<file path="src/sv/escu_pkg.sv">
// ----------------------------------------------------------------------------
// escu_pkg : shared types and constants
// beat layouts, calibration bank and inter-stage records of the compensation
// pipeline
// ----------------------------------------------------------------------------
package escu_pkg;

  localparam int CFG_IDX_W = 3;
  localparam int CFG_DATA_W = 64;
  localparam int DIV_W = 64;

  // register indexes
  localparam logic [CFG_IDX_W-1:0] REG_TEMP_CALIB    = 3'd0;
  localparam logic [CFG_IDX_W-1:0] REG_PRESS_CALIB_A = 3'd1;
  localparam logic [CFG_IDX_W-1:0] REG_PRESS_CALIB_B = 3'd2;
  localparam logic [CFG_IDX_W-1:0] REG_PRESS_CALIB_C = 3'd3;
  localparam logic [CFG_IDX_W-1:0] REG_HUM_CALIB     = 3'd4;
  localparam logic [CFG_IDX_W-1:0] REG_HUM_CALIB_H6  = 3'd5;

  // formula constants
  localparam logic [32:0] TEMP_PRESS_OFS = 33'd128000;
  localparam logic [31:0] TEMP_HUM_OFS   = 32'd76800;
  localparam logic [63:0] PRESS_FULL     = 64'd1048576;
  localparam logic [63:0] PRESS_SCALE    = 64'd3125;
  localparam logic [63:0] PRESS_BIAS     = 64'h0000_8000_0000_0000;
  localparam logic [31:0] HUM_ROUND      = 32'd16384;
  localparam logic [31:0] HUM_HALF       = 32'd32768;
  localparam logic [31:0] HUM_OFS        = 32'd2097152;
  localparam logic [31:0] HUM_ROUND_B    = 32'd8192;
  localparam logic [31:0] HUM_MAX        = 32'd419430400;
  localparam logic [31:0] TEMP_ROUND     = 32'd128;
  localparam logic [16:0] HUM_OUT_MAX    = 17'd102400;

  typedef struct packed {
    logic [19:0] adc_temp;
    logic [19:0] adc_press;
    logic [15:0] adc_hum;
  } in_beat_t;

  typedef struct packed {
    logic signed [31:0] temp_centi_deg;
    logic [31:0]        press_q24_8;
    logic [16:0]        hum_q22_10;
  } out_beat_t;

  typedef struct packed {
    logic [47:0] temp;
    logic [63:0] press_a;
    logic [63:0] press_b;
    logic [15:0] press_c;
    logic [63:0] hum;
    logic [7:0]  hum_h6;
  } calib_t;

  typedef struct packed {
    logic [31:0] tc;
    logic [32:0] v1;
    logic [31:0] x;
    logic [19:0] adc_press;
    logic [15:0] adc_hum;
  } temp_res_t;

  typedef struct packed {
    logic [31:0] tc;
    logic [16:0] hum;
  } side_t;

  typedef struct packed {
    logic [DIV_W-1:0] ua;
    logic [DIV_W-1:0] ub;
    logic             neg;
    logic             zero;
    side_t            side;
  } div_req_t;

  typedef struct packed {
    logic [DIV_W-1:0] q;
    logic             neg;
    logic             zero;
    side_t            side;
  } div_res_t;

endpackage

</file>
<file path="src/sv/escu_temp.sv">
// ----------------------------------------------------------------------------
// escu_temp : temperature stages
// four stages giving fine temperature derived terms and centi-degrees
// ----------------------------------------------------------------------------
module escu_temp (
  input  logic                clk,
  input  logic                rst_n,
  input  logic                in_vld,
  input  escu_pkg::in_beat_t  in_beat,
  input  escu_pkg::calib_t    calib,
  output logic                out_vld,
  output escu_pkg::temp_res_t out_res
);

  logic [3:0]  vld_r;
  logic [15:0] t1;
  logic [31:0] t2, t3;
  logic [31:0] diff, dlt;

  logic [31:0] s1_aprod_r, s1_dd_r;
  logic [31:0] s2_a_r, s2_bprod_r;
  logic [31:0] s3_tf_r;
  escu_pkg::in_beat_t s1_beat_r, s2_beat_r, s3_beat_r;
  escu_pkg::temp_res_t s4_res_r;

  assign t1 = calib.temp[15:0];
  assign t2 = {{16{calib.temp[31]}}, calib.temp[31:16]};
  assign t3 = {{16{calib.temp[47]}}, calib.temp[47:32]};

  assign diff = {15'b0, in_beat.adc_temp[19:3]} - {15'b0, t1, 1'b0};
  assign dlt  = {16'b0, in_beat.adc_temp[19:4]} - {16'b0, t1};

  always_ff @(posedge clk) begin
    if (!rst_n) begin
      vld_r <= '0;
    end else begin
      vld_r <= {vld_r[2:0], in_vld};
    end
  end

  always_ff @(posedge clk) begin
    // products
    s1_aprod_r <= diff * t2;
    s1_dd_r    <= dlt * dlt;
    s1_beat_r  <= in_beat;
    // scale
    s2_a_r     <= 32'($signed(s1_aprod_r) >>> 11);
    s2_bprod_r <= 32'($signed(s1_dd_r) >>> 12) * t3;
    s2_beat_r  <= s1_beat_r;
    // fine temperature
    s3_tf_r    <= s2_a_r + 32'($signed(s2_bprod_r) >>> 14);
    s3_beat_r  <= s2_beat_r;
    // centi-degrees and offsets for the other two formulas
    s4_res_r.tc <= 32'($signed(s3_tf_r + (s3_tf_r << 2) + escu_pkg::TEMP_ROUND) >>> 8);
    s4_res_r.v1 <= {s3_tf_r[31], s3_tf_r} - escu_pkg::TEMP_PRESS_OFS;
    s4_res_r.x  <= s3_tf_r - escu_pkg::TEMP_HUM_OFS;
    s4_res_r.adc_press <= s3_beat_r.adc_press;
    s4_res_r.adc_hum   <= s3_beat_r.adc_hum;
  end

  assign out_vld = vld_r[3];
  assign out_res = s4_res_r;

endmodule

</file>
<file path="config.mk">
export PLATFORM = sky130hd
export DESIGN_NAME = escu_temp
export DESIGN_NICKNAME = d
export VERILOG_FILES = /design/src/sv/escu_pkg.sv /design/src/sv/escu_temp.sv
export SDC_FILE = /design/constraint.sdc
export NUM_CORES = 2
export LEC_CHECK = 0
export BUFFER_PORTS_ARGS = -buffer_cell sky130_fd_sc_hd__buf_4
export CAP_MARGIN = 25
export CORE_ASPECT_RATIO = 1.2
export CORE_MARGIN = 2
export CORE_UTILIZATION = 64
export CTS_CLUSTER_SIZE = 28
export DETAILED_ROUTE_END_ITERATION = 8
export PLACE_DENSITY = 0.95
export SLEW_MARGIN = 0
export SYNTH_ARGS = -nofsm -noshare
export SYNTH_HDL_FRONTEND = slang
export SYNTH_SLANG_ARGS = --single-unit
</file>
<file path="constraint.sdc">
create_clock -name clk -period 29.5 [get_ports clk]
set_input_delay 7.375 -clock clk [delete_from_list [all_inputs] [get_ports clk]]
set_output_delay 7.375 -clock clk [all_outputs]
set_load 0.02 [all_outputs]
</file>
======== Word level (Yosys, flattened, before mapping) ========
Index checks and enable logic that the tools add are counted.
operators by class
  multipliers ............................. 3
  $add $sub $neg .......................... 7
operators by type and width
  kind                      number
  $add A32 B8 Y32 const B   1
  $mul A17 B17 Y32          1
  $mul A18 B16 Y32          1
  $mul A20 B16 Y32          1
  $sub A32 B17 Y32 const B  1
  $add A22 B24 Y25          1
  $sub A22 B18 Y23 const B  1
  $add A21 B18 Y22          1
  $sub A17 B17 Y18          1
  $sub A16 B16 Y17          1
word-level totals
  input port bits ......................... 323
  output and inout port bits .............. 134
  register bits after elaboration ......... 376
  word-level logic and storage cells ...... 27

======== Longest topological paths before layout ========
  depth after elaboration ................. 2
  gate-level depth with buffers ........... 36
  gate-level depth less buffers ........... 35

======== Worst setup path before layout ========
No wires, ideal clock.
  path kind ............................... input to register
  start ................................... input in_beat[40] (netlist bit)
  end ..................................... register s1_dd_r[31]
  setup slack ............................. 14147 ps
  arrival time ............................ 15233 ps
  path buffers ............................ 1
  stages .................................. 32
  required time ........................... 29380 ps
  library setup time ...................... 120 ps
  cell sequence ........................... inv_1 -> ha_1 -> fa_1 -> nand2b_1 -> a21oi_1 -> o21ai_1 -> o311ai_1 -> a31o_2 -> a21o_1 -> xnor2_2 -> inv_1 -> clkbuf_1 -> nand2_1 -> inv_1 -> fa_1 -> fa_1 -> fa_1 -> fa_1 -> fa_1 -> inv_1 -> fa_1 -> inv_1 -> ha_1 -> a21o_1 -> a221o_1 -> a221o_1 -> a21o_1 -> a31oi_1 -> nor2_1 -> a2111oi_2 -> a21oi_1 -> xnor2_1
on the way
  longest elaborated chain between the ends .. 2
RTL lines
  what                    RTL line         text
  start: declaration      escu_temp.sv:9   input escu_pkg::in_beat_t in_beat,
  $sub A16 B16 Y17        escu_temp.sv:31  assign dlt = {16'b0, in_beat.adc_temp[19:4]} - {16'b0, t1};
  $mul A17 B17 Y32        escu_temp.sv:44  s1_dd_r <= dlt * dlt;
  end signal: assignment  escu_temp.sv:44
  end: declaration        escu_temp.sv:20  logic [31:0] s1_aprod_r, s1_dd_r;
Every way passes these cells.
A chain may end at the register's enable or synchronous reset.

======== Worst setup path in the final report ========
  start ................................... input in_beat[41] (netlist bit)
  end ..................................... register s1_dd_r[30]
Same word-level chain as after synthesis.

==> results.json <==
{
  "finalWeightedCongestion": 0.926,
  "htreeDepth": 1,
  "synth_seq_cells": 318,
  "die-area_um2": 63400,
  "start_util_pct": 64.7,
  "hold_path.class": "reg2reg",
  "ctsRootBufferMaster": "clkbuf_16",
  "clock_latency_ns": 0.59,
  "grt_max_degree": 35,
  "clk_path_buf_depth": 3,
  "worst_slew_pin_slew_ns": 0.955,
  "end_kind": "register",
  "synth_seq_area_share_pct": 16.2,
  "synth_edf_count": 0,
  "nFillCells": 3978,
  "timing.fmax_mhz": 61.1,
  "drtAntennaViolNets": 0,
  "ys.flop_type": "dfxtp_1",
  "routed_wl_mm": 102,
  "grt_overflow_total": 0,
  "wl_per_cell_um": 20.2,
  "diodes": 0,
  "final_cell_mix": "inv_1 (980), fa_1 (815), nand2_1 (486)",
  "cts_setup_buffers": 0,
  "postCtsResizedCells": 0,
  "row_count": 99,
  "startpoint_type": "input pin",
  "synth_area_per_cell_um2": 9.69,
  "crit_path_max_incr_delay_ns": 0.74,
  "grt.total_usage_pct": 33.4,
  "hold_viol": 0,
  "cp.arrival_ns": 16.84,
  "grt_pass1_vias": 33300,
  "drcViolationCount": 0,
  "grt_pass1_wl_mm": 165,
  "synthDistinctLibCells": 92,
  "worst_path_most_repeated_cell": "fa_1",
  "fin_crit_ns": 16.37,
  "area.growth.synth_to_final_pct": 8.11,
  "final_max_slew_viol_count": 0,
  "finalSetupTns_ns": 0,
  "syn_area_um2": 39300,
  "status": "finished clean",
  "fin_crit_sh_pct": 55.5,
  "worstPathMaxFanout": 21,
  "fin_skew_ns": 0.0227,
  "cts-buffers-inserted": 27,
  "coreArea_um2": 60800,
  "fin_nets": 5629,
  "drive_gt1_share_pct": 8.55,
  "clk_pin_slew_ns": 0.07,
  "rsz0062_at_grt": "no",
  "synthCells": 4059,
  "slowest_stage": "o311ai_1",
  "final_common_cell": "inv_1",
  "vias_per_cell": 5.75,
  "portBuffers": 237,
  "antenna_found_initial": 1,
  "max-cap-violations": 0,
  "num_io_pins": 457,
  "chipHeight_um": 276,
  "dr.first_iter.drc_count": 2216,
  "dr.pass1.iters": 8,
  "vias": 28900,
  "cts_tree": "yes",
  "ys_warn_count": 0,
  "syn_nets": 5498,
  "postCtsHoldBufs": 0,
  "required_ns": 29.98,
  "numClockSinks": 318,
  "synthArstFlopShare_pct": 0,
  "critical_path_class": "in2reg",
  "dpl.hpwl_mm": 78.6,
  "relSlewSlack_pct": 36.0,
  "die_w_um": 230,
  "setup_violations": 0
}
-- Yosys cell counts (4+ instances only) --
cell | count | area, um^2
o21bai_1 | 4 | 30.0
or3_1 | 8 | 50.1
a31o_2 | 4 | 35.0
o21a_1 | 12 | 90.1
clkinv_1 | 9 | 33.8
a211oi_1 | 7 | 52.6
a21oi_1 | 74 | 370
nor2_1 | 158 | 593
xnor2_1 | 142 | 1240
inv_1 | 980 | 3680
nor3_1 | 28 | 140
nor4_1 | 6 | 37.5
xor2_1 | 48 | 420
a221o_1 | 5 | 50.1
and2_1 | 207 | 1290
nand2b_1 | 36 | 225
dfxtp_1 | 318 | 6370
o21ai_0 | 33 | 165
nand2_1 | 486 | 1820
o31ai_1 | 4 | 30.0
nand3_1 | 24 | 120
o211ai_1 | 7 | 52.6
a31oi_1 | 9 | 56.3
a21o_1 | 22 | 165
clkbuf_1 | 124 | 465
ha_1 | 301 | 3770
and3_1 | 22 | 138
buf_4 | 31 | 233
fa_1 | 815 | 16300
nor2b_1 | 29 | 181
-- critical path: cells and delay by family --
kind / cells / cell delay (ns)
adder cells (fa/ha/maj): 8 / 3.68
AO/OA/AOI/OAI: 9 / 2.64
buffers and inverters: 8 / 1.41
XOR/XNOR: 2 / 0.94
AND/OR/NAND/NOR: 5 / 0.77
-- metrics by stage --
stage          utilization, %  setup slack (ns)  hold slack, ns  cell area, um^2  std cells
3_5_place_dp             68.4             12.74           0.312            41600       4969
3_3_place_gp             68.4             12.94           0.310            41600       4969
6_report                 69.9             13.13           0.324            42500       5019
2_1_floorplan               -             14.15           0.310            39300       4059
5_1_grt                  69.9             12.70           0.329            42500       5019
4_1_cts                  69.9             13.33           0.324            42500       5019
-- kinds of logic (layout without fill, tap and decap cells) --
logic type,Yosys count,count (layout),share of synthesized area [%]
AOI/OAI and AO/OA,238,238,4.40
xor gates and xnor gates,193,193,4.36
adders and majority gates,1118,1118,51.1
buffers and inverters,1147,1299,11.2
DFF,318,318,16.2
muxes,3,3,0.0827
and+or+nand+nor,1042,1042,12.6
-- area by class of cell --
type / count / area (um^2) / area share (%)
Tap cell: 808 / 1010 / 2.38
Clock buffer: 34 / 722 / 1.70
Sequential cell: 318 / 6370 / 15.0
Multi-Input combinational cell: 2594 / 28600 / 67.2
Inverter: 989 / 3710 / 8.73
Timing Repair Buffer: 260 / 1950 / 4.59
Clock inverter: 16 / 174 / 0.409
-- path summary, 6_finish.rpt --
kind / start / endpoint / slack, ns / cells after the start
setup / recovery: in_beat[41] / s1_dd_r[30]$_DFF_P_ / 13.13 / 32
hold / removal: s1_aprod_r[27]$_DFF_P_ / s2_a_r[16]$_DFF_P_ / 0.32 / 0
setup reg to reg: s1_dd_r[20]$_DFF_P_ / s2_bprod_r[31]$_DFF_P_ / 22.53 / 23
hold reg to reg: s1_aprod_r[27]$_DFF_P_ / s2_a_r[16]$_DFF_P_ / 0.32 / 0
-- sequential cells by signal, summed over array words and instances (netlist names) --
signal / cells
s1_aprod_r: 21
out_res: 104
s3_beat_r: 36
s1_beat_r: 36
s2_bprod_r: 18
s2_beat_r: 36
s2_a_r: 21
s1_dd_r: 20
vld_r: 4
s3_tf_r: 22
-- routing by layer --
| layer | track usage (%) | wire (um) |
|---|---|---|
| met5 | 0 | 12 |
| met4 | 24.2 | 8370 |
| met3 | 7.04 | 10200 |
| met2 | 59.2 | 51200 |
| met1 | 35.3 | 31800 |
Power is not shown: default switching activity piles up to over one toggle a cycle in this logic, so the estimate is an artifact.
